**src/rtl/core/imr_pkg.sv**
```systemverilog
`timescale 1ns / 1ps
`default_nettype none

package imr_pkg;

  localparam logic [1:0] OP_ARM  = 2'd0;
  localparam logic [1:0] OP_BYTE = 2'd1;
  localparam logic [1:0] OP_TICK = 2'd2;

  localparam logic [2:0] ST_ECHO     = 3'd0;
  localparam logic [2:0] ST_TEX      = 3'd1;
  localparam logic [2:0] ST_SHORT    = 3'd2;
  localparam logic [2:0] ST_OTHER    = 3'd3;
  localparam logic [2:0] ST_MISMATCH = 3'd4;
  localparam logic [2:0] ST_BADHDR   = 3'd5;

  localparam logic [1:0] REG_EXPECTED_ID = 2'd0;
  localparam logic [1:0] REG_ECHO_TYPE   = 2'd1;
  localparam logic [1:0] REG_TEX_TYPE    = 2'd2;
  localparam logic [1:0] REG_TARGET_IP   = 2'd3;

  localparam logic [7:0] TEX_TYPE_RESET = 8'd11;
  localparam int         HDR_MIN_BYTES  = 20;
  localparam int         ICMP_HDR_BYTES = 8;

  localparam int QUEUE_DEPTH = 4;
  localparam int QUEUE_AW    = 2;

  typedef struct packed {
    logic [1:0]  kind;
    logic [15:0] seq;
    logic [7:0]  data;
    logic        last;
  } cmd_t;

  typedef struct packed {
    logic [15:0] expected_id;
    logic [7:0]  echo_type;
    logic [7:0]  tex_type;
    logic [31:0] target_ip;
  } cfg_t;

endpackage

`default_nettype wire

```
**src/rtl/core/icmp_response_matcher_core.sv**
```systemverilog
`timescale 1ns / 1ps
`default_nettype none

// Channel  Handshake             Payload
// in       in_valid / in_stall   op, probe_seq, data_byte, last_byte
// out      out_valid / out_stall status, matched, source_ip, rtt_ms, reached_target
// cfg      APB psel/penable      paddr, pwdata, prdata
//
// One item per cycle sustained while out_stall is low; after its last byte is accepted, a result
// passes through a queue slot, then the output register.
// A four-entry queue separates intake from the matcher; in_stall is queue full.
// While out_valid is high, out_stall holds the output register and stops the queue from draining.
// Synchronous rst clears the queue, the packet capture state and the config (tex_type resets to 11).

module icmp_response_matcher_core
  import imr_pkg::*;
#(
  parameter int MAX_PACKET_BYTES = 1024
) (
  input  wire logic        clk,
  input  wire logic        rst,
  input  wire logic        in_valid,
  output logic             in_stall,
  input  wire logic [1:0]  op,
  input  wire logic [15:0] probe_seq,
  input  wire logic [7:0]  data_byte,
  input  wire logic        last_byte,
  output logic             out_valid,
  input  wire logic        out_stall,
  output logic [2:0]       status,
  output logic             matched,
  output logic [31:0]      source_ip,
  output logic [15:0]      rtt_ms,
  output logic             reached_target,
  input  wire logic        psel,
  input  wire logic        penable,
  input  wire logic        pwrite,
  input  wire logic [3:0]  paddr,
  input  wire logic [31:0] pwdata,
  output logic [31:0]      prdata,
  output logic             pready
);

  cfg_t       cfg;
  cmd_t       push_cmd;
  cmd_t       head_cmd;
  logic       push, pop, full, not_empty;
  logic [1:0] reg_sel;

  assign pready  = 1'b1;
  assign reg_sel = paddr[3:2];

  always_ff @(posedge clk) begin
    if (rst) begin
      cfg.expected_id <= '0;
      cfg.echo_type   <= '0;
      cfg.tex_type    <= TEX_TYPE_RESET;
      cfg.target_ip   <= '0;
    end else if (psel && penable && pwrite && pready) begin
      case (reg_sel)
        REG_EXPECTED_ID: cfg.expected_id <= pwdata[15:0];
        REG_ECHO_TYPE:   cfg.echo_type   <= pwdata[7:0];
        REG_TEX_TYPE:    cfg.tex_type    <= pwdata[7:0];
        REG_TARGET_IP:   cfg.target_ip   <= pwdata;
        default:         cfg.target_ip   <= cfg.target_ip;
      endcase
    end
  end

  always_comb begin
    case (reg_sel)
      REG_EXPECTED_ID: prdata = {16'd0, cfg.expected_id};
      REG_ECHO_TYPE:   prdata = {24'd0, cfg.echo_type};
      REG_TEX_TYPE:    prdata = {24'd0, cfg.tex_type};
      REG_TARGET_IP:   prdata = cfg.target_ip;
      default:         prdata = '0;
    endcase
  end

  imr_front u_front (
    .in_valid  (in_valid),
    .full      (full),
    .op        (op),
    .probe_seq (probe_seq),
    .data_byte (data_byte),
    .last_byte (last_byte),
    .in_stall  (in_stall),
    .push      (push),
    .cmd       (push_cmd)
  );

  imr_queue u_queue (
    .clk       (clk),
    .rst       (rst),
    .push      (push),
    .push_cmd  (push_cmd),
    .pop       (pop),
    .full      (full),
    .not_empty (not_empty),
    .head_cmd  (head_cmd)
  );

  imr_back #(
    .MAX_PACKET_BYTES (MAX_PACKET_BYTES)
  ) u_back (
    .clk            (clk),
    .rst            (rst),
    .cfg            (cfg),
    .not_empty      (not_empty),
    .head_cmd       (head_cmd),
    .pop            (pop),
    .out_valid      (out_valid),
    .out_stall      (out_stall),
    .status         (status),
    .matched        (matched),
    .source_ip      (source_ip),
    .rtt_ms         (rtt_ms),
    .reached_target (reached_target)
  );

endmodule

`default_nettype wire

```
**src/rtl/core/imr_front.sv**
```systemverilog
`timescale 1ns / 1ps
`default_nettype none

module imr_front
  import imr_pkg::*;
(
  input  wire logic        in_valid,
  input  wire logic        full,
  input  wire logic [1:0]  op,
  input  wire logic [15:0] probe_seq,
  input  wire logic [7:0]  data_byte,
  input  wire logic        last_byte,
  output logic             in_stall,
  output logic             push,
  output cmd_t             cmd
);

  logic known_op;

  assign in_stall = full;

  always_comb begin
    case (op)
      OP_ARM, OP_BYTE, OP_TICK: known_op = 1'b1;
      default:                  known_op = 1'b0;
    endcase
  end

  // unknown ops are taken and dropped here
  assign push     = in_valid && !full && known_op;
  assign cmd.kind = op;
  assign cmd.seq  = probe_seq;
  assign cmd.data = data_byte;
  assign cmd.last = last_byte && (op == OP_BYTE);

endmodule

`default_nettype wire

```
**src/rtl/core/imr_queue.sv**
```systemverilog
`timescale 1ns / 1ps
`default_nettype none

module imr_queue
  import imr_pkg::*;
(
  input  wire logic clk,
  input  wire logic rst,
  input  wire logic push,
  input  wire cmd_t push_cmd,
  input  wire logic pop,
  output logic      full,
  output logic      not_empty,
  output cmd_t      head_cmd
);

  cmd_t                slots [QUEUE_DEPTH];
  logic [QUEUE_AW-1:0] wr_ptr;
  logic [QUEUE_AW-1:0] rd_ptr;
  logic [QUEUE_AW:0]   count;

  assign full      = (count == (QUEUE_AW+1)'(QUEUE_DEPTH));
  assign not_empty = (count != '0);
  assign head_cmd  = slots[rd_ptr];

  always_ff @(posedge clk) begin
    if (push) begin
      slots[wr_ptr] <= push_cmd;
    end
  end

  always_ff @(posedge clk) begin
    if (rst) begin
      wr_ptr <= '0;
      rd_ptr <= '0;
      count  <= '0;
    end else begin
      if (push) begin
        wr_ptr <= wr_ptr + 1'b1;
      end
      if (pop) begin
        rd_ptr <= rd_ptr + 1'b1;
      end
      case ({push, pop})
        2'b10:   count <= count + 1'b1;
        2'b01:   count <= count - 1'b1;
        default: count <= count;
      endcase
    end
  end

endmodule

`default_nettype wire

```
**src/rtl/core/imr_back.sv**
```systemverilog
`timescale 1ns / 1ps
`default_nettype none

module imr_back
  import imr_pkg::*;
#(
  parameter int MAX_PACKET_BYTES = 1024
) (
  input  wire logic        clk,
  input  wire logic        rst,
  input  wire cfg_t        cfg,
  input  wire logic        not_empty,
  input  wire cmd_t        head_cmd,
  output logic             pop,
  output logic             out_valid,
  input  wire logic        out_stall,
  output logic [2:0]       status,
  output logic             matched,
  output logic [31:0]      source_ip,
  output logic [15:0]      rtt_ms,
  output logic             reached_target
);

  localparam int PW = $clog2(MAX_PACKET_BYTES + 1);
  localparam int CW = PW + 1;

  logic [PW-1:0] byte_pos, byte_pos_next;
  logic [5:0]    outer_hdr_bytes, outer_hdr_bytes_next;
  logic [7:0]    icmp_kind, icmp_kind_next;
  logic [31:0]   src_addr, src_addr_next;
  logic [5:0]    inner_hdr_bytes, inner_hdr_bytes_next;
  logic [15:0]   seen_id, seen_id_next;
  logic [15:0]   seen_seq, seen_seq_next;
  logic [15:0]   want_seq;
  logic [15:0]   elapsed_ms;

  logic [CW-1:0] pos, hdr, inner_base, len, hdr_n, inner_n;
  logic [7:0]    b;
  logic          echo, tex, echo_n, tex_n, take, do_byte, do_report, hit;
  logic [2:0]    st;
  logic [31:0]   idseq;

  function automatic logic [31:0] capture(input logic [CW-1:0] pp, input logic [CW-1:0] base,
                                          input logic [7:0] bb, input logic [15:0] id,
                                          input logic [15:0] sq);
    logic [15:0] id_o;
    logic [15:0] sq_o;
    id_o = id;
    sq_o = sq;
    if (pp == base + CW'(4))      id_o = {bb, id[7:0]};
    else if (pp == base + CW'(5)) id_o = {id[15:8], bb};
    else if (pp == base + CW'(6)) sq_o = {bb, sq[7:0]};
    else if (pp == base + CW'(7)) sq_o = {sq[15:8], bb};
    return {id_o, sq_o};
  endfunction

  assign pop       = not_empty && (!out_valid || !out_stall);
  assign do_byte   = pop && (head_cmd.kind == OP_BYTE);
  assign do_report = do_byte && head_cmd.last;
  assign take      = do_byte && (byte_pos < PW'(MAX_PACKET_BYTES));
  assign b         = head_cmd.data;

  assign pos        = {1'b0, byte_pos};
  assign hdr        = CW'(outer_hdr_bytes);
  assign inner_base = hdr + CW'(ICMP_HDR_BYTES) + CW'(inner_hdr_bytes);
  assign echo       = (icmp_kind == cfg.echo_type);
  assign tex        = !echo && (icmp_kind == cfg.tex_type);

  always_comb begin
    byte_pos_next        = byte_pos;
    outer_hdr_bytes_next = outer_hdr_bytes;
    icmp_kind_next       = icmp_kind;
    src_addr_next        = src_addr;
    inner_hdr_bytes_next = inner_hdr_bytes;
    seen_id_next         = seen_id;
    seen_seq_next        = seen_seq;
    idseq                = {seen_id, seen_seq};
    if (take) begin
      byte_pos_next = byte_pos + 1'b1;
      if (byte_pos == '0) begin
        outer_hdr_bytes_next = {b[3:0], 2'b00};
      end
      if (pos >= CW'(12) && pos <= CW'(15)) begin
        src_addr_next = {src_addr[23:0], b};
      end
      if (byte_pos != '0) begin
        if (pos == hdr) begin
          icmp_kind_next = b;
        end else if (pos > hdr) begin
          if (echo) begin
            idseq = capture(pos, hdr, b, seen_id, seen_seq);
          end else if (tex) begin
            if (pos == hdr + CW'(ICMP_HDR_BYTES)) begin
              inner_hdr_bytes_next = {b[3:0], 2'b00};
            end else if (pos > hdr + CW'(ICMP_HDR_BYTES)) begin
              idseq = capture(pos, inner_base, b, seen_id, seen_seq);
            end
          end
        end
      end
      seen_id_next  = idseq[31:16];
      seen_seq_next = idseq[15:0];
    end
  end

  assign len     = {1'b0, byte_pos_next};
  assign hdr_n   = CW'(outer_hdr_bytes_next);
  assign inner_n = CW'(inner_hdr_bytes_next);
  assign echo_n  = (icmp_kind_next == cfg.echo_type);
  assign tex_n   = !echo_n && (icmp_kind_next == cfg.tex_type);

  always_comb begin
    if (hdr_n < CW'(HDR_MIN_BYTES)) begin
      st = ST_BADHDR;
    end else if (len < hdr_n + CW'(ICMP_HDR_BYTES)) begin
      st = ST_SHORT;
    end else if (!echo_n && !tex_n) begin
      st = ST_OTHER;
    end else if (tex_n && len < hdr_n + CW'(ICMP_HDR_BYTES + 1)) begin
      st = ST_SHORT;
    end else if (tex_n && inner_n < CW'(HDR_MIN_BYTES)) begin
      st = ST_BADHDR;
    end else if (tex_n && len < hdr_n + CW'(2 * ICMP_HDR_BYTES) + inner_n) begin
      st = ST_SHORT;
    end else if (seen_id_next != cfg.expected_id || seen_seq_next != want_seq) begin
      st = ST_MISMATCH;
    end else if (echo_n) begin
      st = ST_ECHO;
    end else begin
      st = ST_TEX;
    end
  end

  assign hit = (st == ST_ECHO) || (st == ST_TEX);

  always_ff @(posedge clk) begin
    if (rst) begin
      byte_pos        <= '0;
      outer_hdr_bytes <= '0;
      icmp_kind       <= '0;
      src_addr        <= '0;
      inner_hdr_bytes <= '0;
      seen_id         <= '0;
      seen_seq        <= '0;
      want_seq        <= '0;
      elapsed_ms      <= '0;
      out_valid       <= 1'b0;
    end else begin
      if (do_report) begin
        byte_pos        <= '0;
        outer_hdr_bytes <= '0;
        icmp_kind       <= '0;
        src_addr        <= '0;
        inner_hdr_bytes <= '0;
        seen_id         <= '0;
        seen_seq        <= '0;
      end else begin
        byte_pos        <= byte_pos_next;
        outer_hdr_bytes <= outer_hdr_bytes_next;
        icmp_kind       <= icmp_kind_next;
        src_addr        <= src_addr_next;
        inner_hdr_bytes <= inner_hdr_bytes_next;
        seen_id         <= seen_id_next;
        seen_seq        <= seen_seq_next;
      end
      if (pop && head_cmd.kind == OP_ARM) begin
        want_seq   <= head_cmd.seq;
        elapsed_ms <= '0;
      end else if (pop && head_cmd.kind == OP_TICK && elapsed_ms != 16'hFFFF) begin
        elapsed_ms <= elapsed_ms + 1'b1;
      end
      if (do_report) begin
        out_valid <= 1'b1;
      end else if (!out_stall) begin
        out_valid <= 1'b0;
      end
    end
  end

  always_ff @(posedge clk) begin
    if (do_report) begin
      status         <= st;
      matched        <= hit;
      source_ip      <= hit ? src_addr_next : 32'd0;
      rtt_ms         <= hit ? elapsed_ms : 16'd0;
      reached_target <= hit && (src_addr_next == cfg.target_ip);
    end
  end

endmodule

`default_nettype wire

```
**config.mk**
```make
export PLATFORM = sky130hd
export DESIGN_NAME = icmp_response_matcher_core
export DESIGN_NICKNAME = d
export VERILOG_FILES = /design/src/rtl/core/imr_pkg.sv /design/src/rtl/core/icmp_response_matcher_core.sv /design/src/rtl/core/imr_front.sv /design/src/rtl/core/imr_queue.sv /design/src/rtl/core/imr_back.sv
export SDC_FILE = /design/constraint.sdc
export NUM_CORES = 1
export LEC_CHECK = 0
export BUFFER_PORTS_ARGS = -buffer_cell sky130_fd_sc_hd__buf_2
export CAP_MARGIN = 20
export CELL_PAD_IN_SITES_DETAIL_PLACEMENT = 0
export CELL_PAD_IN_SITES_GLOBAL_PLACEMENT = 1
export CORE_MARGIN = 4
export CORE_UTILIZATION = 48
export DETAILED_ROUTE_END_ITERATION = 10
export PLACE_DENSITY = 0.92
export SETUP_SLACK_MARGIN = 0.1
export SYNTH_ARGS = -nofsm -noshare
export SYNTH_HDL_FRONTEND = slang
export SYNTH_SLANG_ARGS = --single-unit
```
**constraint.sdc**
```tcl
create_clock -name clk -period 6.1 [get_ports clk]
set_clock_uncertainty 0.05 [all_clocks]
set_input_delay 0.305 -clock clk [delete_from_list [all_inputs] [get_ports clk]]
set_output_delay 0.305 -clock clk [all_outputs]
set_load 0.1 [all_outputs]
```
* Word-level counts from Yosys, hierarchy flattened
Memory sizes are Yosys's and may differ from the RTL's. A register that Yosys moved wholly into a read port is not among the register bits.
Cells that the tools add are included.
** Cells by class
- $lt $le $gt $ge :: 10
- Shifts and indexed selects :: 0
- Reduce and logical (&&, ||, !) cells :: 44
- Bitwise logic cells :: 0
- Add/subtract/negate cells :: 20
- Multipliers :: 0
- Multiplexer cells :: 53
- Div/mod/pow operators :: 0
- Equal/unequal tests :: 30
** Operators with widths (number)
- two-way mux 32 bit :: 9
- two-way mux 16 bit :: 10
- case mux 32 bit (4 select lines) :: 1
- == test 11 x 12 -> 1 bit :: 9
- two-way mux 8 bit :: 7
- two-way mux 6 bit :: 9
- adder 12 x 3 -> 12 bit, second input constant :: 4
- less-than comparator 11 x 12 -> 1 bit :: 3
- == test 32 bit :: 1
- == test 8 bit :: 4
- != test 16 bit :: 2
- adder 6 x 3 -> 7 bit, second input constant :: 4
- adder 12 x 6 -> 12 bit :: 2
- adder 6 x 4 -> 7 bit, second input constant :: 3
- two-way mux 3 bit :: 7
- logical AND 1 bit :: 20
- adder 16 x 1 -> 16 bit, second input constant :: 1
- != test 16 bit, second input constant :: 1
- > comparator 11 x 12 -> 1 bit :: 1
- less-than comparator 6 x 5 -> 1 bit, second input constant :: 2
- adder 11 x 1 -> 11 bit, second input constant :: 1
- == test 11 x 6 -> 1 bit :: 1
- >= comparator 11 x 4 -> 1 bit, second input constant :: 1
- > comparator 11 x 6 -> 1 bit :: 1
- other kinds (26) :: 53
** Word-level totals
- Bits in read-only memories :: 0
- Memories :: 1
- Latch bits :: 0
- Output and inout bits :: 88
- RAM bits :: 108
- Bits in registers :: 252
** Memories
- u_queue.slots :: words 4, width 27, read ports 1, clocked after memory_dff 1, write ports 1, RTL line imr_queue.sv:17 : cmd_t slots [QUEUE_DEPTH];

* Logic depth before layout (Yosys ltp)
Gate-level depths: netlist of run 1.
- Depth in word-level cells :: 28
- Gate-level depth with buffers :: 28

* By module
From an unflattened synthesis of run 1, not the netlist that was laid out.
** Unflattened totals
- Cell total of the unflattened synthesis :: 1865
- Area total of the unflattened synthesis :: 19682.6 sq um
** Modules (own cells, without submodules)
- imr_back :: instances 1, seq. area each 4154.0 sq um, area each 12065.3 sq um, cells an instance 1331
- imr_queue :: instances 1, seq. area each 3423.3 sq um, area each 4370.4 sq um, cells an instance 184
- icmp_response_matcher_core :: instances 1, seq. area each 1281.2 sq um, area each 3020.4 sq um, cells an instance 319
- imr_front :: instances 1, seq. area each 0.0 sq um, area each 226.5 sq um, cells an instance 31

* Worst setup path before layout of run 1
OpenSTA, ideal clock, no wires.
- Kind :: register to register
- Start point :: register u_back.out_valid
- End point :: register u_back.reached_target, data pin
- Data arrival time :: 5.332 ns
- Clock period less this slack :: 5.552 ns
- Slack :: 0.548 ns
- Cell stages (with the launch flop) :: 25
- Setup time :: 0.170 ns
- Path through :: dfxtp_1 > and2_1 > nor4b_4 > and3b_2 > o31ai_1 > nor2_1 > and3_1 > clkbuf_1 > mux2_2 > ha_1 > a21o_1 > a21oi_1 > o21bai_1 > a21oi_1 > xor2_1 > ha_1 > nand4_1 > nor2_1 > o31ai_1 > and4_1 > a211o_1 > a21o_1 > clkbuf_1 > buf_6 > nor4_2
** RTL lines
- start: declaration :: RTL line imr_back.sv:15 : output logic out_valid,
- start signal: assignment :: RTL line imr_back.sv:147 : out_valid <= 1'b0;
- start signal: assignment :: RTL line imr_back.sv:173 : out_valid <= 1'b1;
- start signal: assignment :: RTL line imr_back.sv:175 : out_valid <= 1'b0;
- zero test 1 bit (*) :: RTL line imr_back.sv:57 : assign pop = not_empty && (!out_valid || !out_stall);
- logical OR 1 bit (*) :: RTL line imr_back.sv:57
- logical AND 1 bit (*) :: RTL line imr_back.sv:57
- logical AND 1 bit (*) :: RTL line imr_back.sv:58 : assign do_byte = pop && (head_cmd.kind == OP_BYTE);
- logical AND 1 bit (*) :: RTL line imr_back.sv:60 : assign take = do_byte && (byte_pos < PW'(MAX_PACKET_BYTES));
- two-way mux 6 bit (*) :: RTL line imr_back.sv:78 : if (take) begin
- via u_back.inner_hdr_bytes_next[2] :: RTL line imr_back.sv:31 : logic [5:0] inner_hdr_bytes, inner_hdr_bytes_next;
- adder 12 x 6 -> 12 bit :: RTL line imr_back.sv:123 : end else if (tex_n && len < hdr_n + CW'(2 * ICMP_HDR_BYTES) + inner_n) begin
- [3 not listed]
- two-way mux 3 bit (*) :: RTL line imr_back.sv:121 : end else if (tex_n && inner_n < CW'(HDR_MIN_BYTES)) begin
- two-way mux 3 bit (*) :: RTL line imr_back.sv:119 : end else if (tex_n && len < hdr_n + CW'(ICMP_HDR_BYTES + 1)) begin
- two-way mux 3 bit (*) :: RTL line imr_back.sv:117 : end else if (!echo_n && !tex_n) begin
- two-way mux 3 bit (*) :: RTL line imr_back.sv:115 : end else if (len < hdr_n + CW'(ICMP_HDR_BYTES)) begin
- two-way mux 3 bit (*) :: RTL line imr_back.sv:113 : if (hdr_n < CW'(HDR_MIN_BYTES)) begin
- == test 3 x 1 -> 1 bit / zero test 3 bit (equally long branches) :: RTL line imr_back.sv:134 : assign hit = (st == ST_ECHO) || (st == ST_TEX);
- logical OR 1 bit (*) :: RTL line imr_back.sv:134
- logical AND 1 bit (*) :: RTL line imr_back.sv:186 : reached_target <= hit && (src_addr_next == cfg.target_ip);
- end signal: assignment :: RTL line imr_back.sv:186
- end: declaration :: RTL line imr_back.sv:21 : output logic reached_target
Mark *: on every way through the listed nets, which the timed path passes. The rest lies on a longest branch.
A chain may end at the register's enable or synchronous reset.

* Worst setup path in the final report of run 1
- Start point :: register u_back.outer_hdr_bytes[4]
- End point :: register u_back.source_ip[4], data pin
** Between the ends
- Word-level cells in the longest chain between the ends :: 27
** RTL lines
- start: declaration :: RTL line imr_back.sv:28 : logic [5:0] outer_hdr_bytes, outer_hdr_bytes_next;
- start signal: assignment :: RTL line imr_back.sv:159 : outer_hdr_bytes <= outer_hdr_bytes_next;
- adder 6 x 4 -> 7 bit :: RTL line imr_back.sv:65, imr_back.sv:93, imr_back.sv:95
- adder 12 x 6 -> 12 bit :: RTL line imr_back.sv:65 : assign inner_base = hdr + CW'(ICMP_HDR_BYTES) + CW'(inner_hdr_bytes);
- adder 12 x 3 -> 12 bit :: RTL line imr_back.sv:53 : else if (pp == base + CW'(7)) sq_o = {sq[15:8], bb};
- == test 11 x 12 -> 1 bit :: RTL line imr_back.sv:53
- two-way mux 8 bit :: RTL line imr_back.sv:53
- two-way mux 16 bit :: RTL line imr_back.sv:52 : else if (pp == base + CW'(6)) sq_o = {bb, sq[7:0]};
- two-way mux 16 bit :: RTL line imr_back.sv:51 : else if (pp == base + CW'(5)) id_o = {id[15:8], bb};
- two-way mux 16 bit :: RTL line imr_back.sv:50 : if (pp == base + CW'(4)) id_o = {bb, id[7:0]};
- [11 not listed]
- two-way mux 3 bit :: RTL line imr_back.sv:123
- two-way mux 3 bit :: RTL line imr_back.sv:121
- two-way mux 3 bit :: RTL line imr_back.sv:119
- two-way mux 3 bit :: RTL line imr_back.sv:117
- two-way mux 3 bit :: RTL line imr_back.sv:115
- two-way mux 3 bit (*) :: RTL line imr_back.sv:113
- == test 3 x 1 -> 1 bit / zero test 3 bit (equally long branches) :: RTL line imr_back.sv:134
- logical OR 1 bit (*) :: RTL line imr_back.sv:134
- end signal: assignment :: RTL line imr_back.sv:184 : source_ip <= hit ? src_addr_next : 32'd0;
- end: declaration :: RTL line imr_back.sv:19 : output logic [31:0] source_ip,
Every way passes the cells marked *; elsewhere a longest branch is shown, timed or not.

==> results of run 1 <==
-- state kept, by name, indices dropped and copies added, names as in the netlist, 3 cells and up, named ones only --
name,count
cfg,64
u_back.source_ip,32
u_back.outer_hdr_bytes,6
u_back.rtt_ms,16
u_back.want_seq,16
u_back.seen_seq,16
u_back.elapsed_ms,16
u_back.status,3
u_back.icmp_kind,8
u_back.src_addr,32
u_back.seen_id,16
u_back.inner_hdr_bytes,6
u_queue.count,3
u_back.byte_pos,11
u_queue.slots,108
-- metal layers --
| metal | GRT usage | part of all wire | up-vias |
|---|---|---|---|
| met4 | 0.0876 | 0.037 | 0 |
| met1 | 0.326 | 0.41 | 7686 |
| met3 | 0.0487 | 0.073 | 131 |
| li1 | - | - | 7334 |
| met2 | 0.396 | 0.48 | 617 |
| met5 | 0 | 0 | - |
-- cell families (layout without fill, tap and decap cells) --
group                    Yosys count  in the layout  share of synthesized area
multiplexers                     131            131                     0.0885
AO/OA/AOI/OAI                    305            305                      0.107
AND/OR/NAND/NOR                  689            689                      0.187
other                              1              1                   0.000190
flip-flops                       362            362                      0.448
XOR/XNOR                         173            173                     0.0795
adder cells (fa/ha/maj)           74             74                     0.0480
buffers and inverters            191            428                     0.0412
-- power by group --
part	total [W]	switching (W)	internal, W	leakage, nW
combinational	0.00269	0.00178	0.000909	4.83
clock	0.00245	0.00100	0.00145	0.666
sequential	0.00281	0.000101	0.00271	3.12
-- worst max-delay path by stage --
stage                                    startpoint                                 to  depth (start not counted)  slack (ns)
2_1_floorplan         u_back.out_valid$_SDFFE_PP0P_    u_back.reached_target$_DFFE_PP_                         24        0.55
4_1_cts                                        flop    u_back.reached_target$_DFFE_PP_                         24        0.23
5_1_grt                                        flop    u_back.reached_target$_DFFE_PP_                         24        0.11
3_5_place_dp                                   flop    u_back.reached_target$_DFFE_PP_                         24        0.27
6_report       u_back.outer_hdr_bytes[4]$_SDFF_PP0_  u_back.source_ip[4]$_SDFFCE_PN0P_                         16        0.44
3_3_place_gp                                   flop    u_back.reached_target$_DFFE_PP_                         23        0.35
-- timing repair --
action	in CTS	in global routing
buffers inserted	0	1
endpoints found under the hold margin	152	0
resized for setup	0	1
hold buffers	58	0
endpoints found under the setup margin	0	47
-- cell usage after synthesis (all sizes together), types with 27 or more instances --
master,number
a21oi,130
and3,28
buf,42
clkbuf,67
dfxtp,201
edfxtp,161
ha,71
inv,81
mux2i,87
mux4,34
nand2,184
nand3,42
nor2,184
nor3,85
nor4,27
o21ai,32
xnor2,128
xor2,41
-- area by class of cell --
type	count	area (um2)	share of cell area
clock buffers	46	1080	0.0469
flip-flops and latches	362	8860	0.383
well taps	532	666	0.0288
multi-input cells	1373	10100	0.437
repair buffers	274	1850	0.0801
inverters	82	308	0.0133
clock inverters	26	255	0.0110
-- stage by stage --
step	total power (W)	hold WS (ns)	std cells	setup WS, ns	utilization
after floorplan	0.00475	0.354	1926	0.548	-
after global placement	0.00539	0.394	2564	0.353	0.521
after detailed placement	0.00545	0.401	2564	0.269	0.521
after CTS	0.00793	0.144	2694	0.228	0.568
after global routing	0.00830	0.192	2695	0.111	0.568
final	0.00795	0.195	2695	0.439	0.568
==> flow_summary.ini, run 1 <==
[yosys]
synthCells = 1926
yosysTopAreaCell = edfxtp_1
synth_top_area_frac = 0.245
yosysSeqAreaShare = 0.448
synthArstFlopShare = 0
synth.area.top_cells = edfxtp_1 (24%), dfxtp_1 (20%), xnor2_1 (5.7%)
synth_warnings = 0
synth_fp_nets = 2070
syn_avg_cell_area_um2 = 10.3
ys_ff_latch = 362
synth_cell_type_count = 97
ys.flop_type = dfxtp_1
synth_edf_count = 161
synthesis.area_um2 = 19800

[global_route]
antenna_found_initial = 0
grt_pass1_vias = 15500
grt_pass1_wl_um = 86300
grt_max_degree = 64
grt_use_total = 0.243
overflow = 0

[worst_setup_path]
endpoint_kind = flop
required_ns = 6.42
crit_path_frequent_cell = ha_1
reg2reg_from = u_back.outer_hdr_bytes[4]$_SDFF_PP0_
crit_path_top_delay_cell = mux2_2
worst-path-buf-inv = 1
critPathLaunchType = flop
path_cells = ha_1 > xor2_1 > ha_1 > and3_1 > a221oi_4 > xnor2_1 > nor4_1 > mux2_2 > nor3_1 > nand2b_1 > mux2i_1 > nand3_1 > nor4_4 > nand4_4 > buf_12 > nor3_2
crit_type = reg2reg
slowest_delay_ns = 0.45
cp.arrival_ns = 5.99
rr_worst_depth = 16
cp_top_family = simple AND/OR/NAND/NOR gates
reg2reg_to = u_back.source_ip[4]$_SDFFCE_PN0P_
crit_fanout = 20
r2r_slack_ns = 0.44

[floorplan]
die_w_um = 211
initial_core_util = 0.485
fp.dieH_um = 211
dieArea_um2 = 44500
ioPinCount = 158
rows = 74
fp.coreArea_um2 = 40700

[place]
dp_hpwl_um = 38600
routabilityCongestion = 0.950
portBuffers = 154
dpl-instance-area_um2 = 21200

[clock_tree]
htree_levels = 2
worstSkewPairLatency_ns = 0.56
clkTransAtPathRegs_ns = 0.06
cts_root_buf = clkbuf_16
cts_tree = built
cts.sinks = 362
cts_buffers = 39
cts.path.max_buffers = 3

[routing]
via_per_inst = 5.85
vias = 15800
wl_per_cell_um = 20.5
wirelength_um = 55300
drc = 0
drt_iter0_drc = 1178
first_pass_iters = 6
ant_nets = 0

[finish]
nFillCells = 3432
drive_above_1_share = 0.194
syn_to_final_growth_pct = 17.1
fin_area_um2 = 23100
layout_commonest_cell = dfxtp_1
nets = 2276
final_cell_mix = dfxtp_1 (200), nand2_1 (183), nor2_1 (181), edfxtp_1 (161), buf_2 (154)
diodes = 0

[job]
drv_cap = 0

[timing]
fmax_mhz = 177
tightest_slew_ns = 0.994
rsz0062_at_grt = no
slew_headroom = 0.334
finalCriticalPeriod_ns = 5.66
fin_tns_setup_ns = 0
min_period_over_period = 0.928
finalHoldViolations = 0
setup_viol = 0
slew_viol_final = 0

[power]
leakage_nw = 8.61
ir_drop_uv = 513
power_density_nw_per_um2 = 344

[hold_path]
hp-start = last_byte
hp-class = in2reg
hold_path_depth = 2
hold_path_end = u_queue.slots[2][0]$_DFFE_PP_

[run_status]
outcome = completed
(Power assumes the default switching activity.)
==> run 2: changes to the inputs <==
--- a/config.mk
+++ b/config.mk
@@ -13,6 +13,7 @@
 export CORE_UTILIZATION = 48
 export DETAILED_ROUTE_END_ITERATION = 10
 export PLACE_DENSITY = 0.92
+export REMOVE_ABC_BUFFERS = 1
 export SETUP_SLACK_MARGIN = 0.1
 export SYNTH_ARGS = -nofsm -noshare
 export SYNTH_HDL_FRONTEND = slang
==> run 2 against run 1 <==
Via count down 1.8%. Die area unchanged. Critical path depth up 7. Largest power group unchanged. Count of clock-buffer cells in the layout up 10. Sequential cell count unchanged. Sequential share of layout area up 0.058 points. Core utilization down 0.086 points. Power down 0.31%. Sequential power about the same. Global-route usage up 0.18 points. Final area down 0.15%. Worst setup slack better by 0.037 ns.
==> flow_summary.ini, run 2 (synthesized netlist as in run 1, its figures left out) <==
[run_status]
outcome = completed

[finish]
syn_to_final_growth_pct = 16.9
nets = 2273
layout_commonest_cell = dfxtp_1
fin_util = 0.567
top_regs = u_queue.slots (108), cfg (64)
largest_reg_flops = 108
final_cell_mix = dfxtp_1 (200), nand2_1 (183), nor2_1 (182), edfxtp_1 (161), buf_2 (153)
drive_above_1_share = 0.190
regMostFlops = u_queue.slots

[timing]
hold_slack_ns = 0.165
rsz0062_at_grt = no
fmax_mhz = 178
slew_viol_final = 0
tightest_slew_ns = 1.08
slew_headroom = 0.277
finalCriticalPeriod_ns = 5.62
finalHoldViolations = 0
min_period_over_period = 0.922
setup_viol = 0

[worst_setup_path]
required_ns = 6.45
endpoint_kind = flop
critPathLaunchType = flop
crit_fanout = 21
crit_type = reg2reg
cp.arrival_ns = 5.97

[power]
leakage_nw = 8.57
power_density_nw_per_um2 = 343
ir_drop_uv = 416

[global_route]
grt_use_total = 0.245
top_usage_layer = met2
grt_pass1_vias = 15600
antenna_found_initial = 3
grt_max_degree = 91
grt_use_met3 = 0.0420
grt_pass1_wl_um = 87500
overflow = 0
grtUsageMet2 = 0.415
grt_use_met1 = 0.327

[clock_tree]
cts_tree = built
cts_root_buf = clkbuf_16
cts.path.max_buffers = 3
clkTransAtPathRegs_ns = 0.06
htree_levels = 2
cts.sinks = 362
cts_buffers = 40
worstSkewPairLatency_ns = 0.56

[routing]
drt_iter0_drc = 1243
vias = 15500
drc = 0
ant_nets = 0
wirelength_um = 55200
first_pass_iters = 7
wl_per_cell_um = 20.5
via_per_inst = 5.75

[floorplan]
fp.coreArea_um2 = 40700
initial_core_util = 0.485
ioPinCount = 158
rows = 74
die_w_um = 211
fp.dieH_um = 211
dieArea_um2 = 44500

[place]
portBuffers = 154
dp_hpwl_um = 38900
routabilityCongestion = 0.902

[hold_path]
hp-class = in2reg

[job]
drv_cap = 0
-- run 2: cell count changes in the layout (fill, tap and decap cells not counted), sizes merged --
| cell | before | now |
|---|---|---|
| clkinv | 18 | 11 |
| inv | 85 | 82 |
| clkinvlp | 1 | 2 |
| diode | 0 | 3 |
| clkbuf | 46 | 56 |
| buf | 216 | 212 |
| bufinv | 4 | 3 |
-- run 2: through the flow --
step | instance area (um2) | total power (W) | worst slack [ns] | instances | setup TNS (ns)
5_1_grt | 23100 | 0.00829 | 0.0503 | 2694 | 0
6_report | 23100 | 0.00793 | 0.476 | 2694 | 0
4_1_cts | 23100 | 0.00794 | 0.341 | 2690 | 0
2_1_floorplan | 19300 | 0.00466 | -1.62 | 1817 | -74.25
3_3_place_gp | 21200 | 0.00543 | 0.492 | 2559 | 0
3_5_place_dp | 21200 | 0.00549 | 0.422 | 2560 | 0
-- run 2: routing by layer --
| layer | up-vias | part of all wire |
|---|---|---|
| li1 | 7304 | - |
| met1 | 7604 | 0.43 |
| met2 | 472 | 0.49 |
| met3 | 105 | 0.056 |
| met4 | 0 | 0.028 |
| met5 | - | 0 |
-- run 2: where the power goes --
| group | internal [W] | switching [W] | total (W) |
|---|---|---|---|
| Sequential | 0.00271 | 0.000100 | 0.00281 |
| Combinational | 0.000925 | 0.00179 | 0.00271 |
| Clock | 0.00141 | 0.00100 | 0.00241 |
| Total | 0.00504 | 0.00289 | 0.00793 |
-- run 2: layout make-up --
type                            instances  area [um2]
Clock buffer                           56        1110
Sequential cell                       362        8860
Fill cell                            3433       17600
Inverter                               82         308
Multi-Input combinational cell       1373       10100
Timing Repair Buffer                  270        1830
Tap cell                              532         666
Clock inverter                         16         190
Antenna cell                            3        7.51
-- run 2: worst max-delay path: stages, from the launching register on --
cell and delay (ns):
dfxtp_2 0.36, mux4_2 0.58, nor4b_4 0.29, buf_4 0.18, and3b_2 0.24, o31ai_1 0.10, nor2_1 0.14, and3_2 0.25
mux2_2 0.36, ha_1 0.34, a21o_1 0.20, a21oi_1 0.21, o21bai_1 0.10, a21oi_1 0.18, xor2_1 0.09, ha_1 0.29
nand4_1 0.07, nor2_1 0.11, o31ai_1 0.07, and4_1 0.20, a211o_1 0.31, a21o_4 0.30, buf_12 0.20, nor3_2 0.20
-- run 2: worst paths after layout --
path	from	cells past startpoint	slack (ns)	to
max	flop	23	0.48	u_back.rtt_ms[0]$_SDFFCE_PN0P_
min	last_byte	2	0.16	u_queue.slots[1][0]$_DFFE_PP_
max reg2reg	flop	23	0.48	u_back.rtt_ms[0]$_SDFFCE_PN0P_
min reg2reg	u_back.seen_id[2]$_SDFF_PP0_	2	0.41	u_back.seen_id[2]$_SDFF_PP0_
-- run 2: repair_timing --
action                                  4_1_cts  5_1_grt
endpoints found under the hold margin       167        0
hold buffers                                 58        0
endpoints found under the setup margin        0       49
buffers inserted                              0        1
gates resized for setup                       0        5
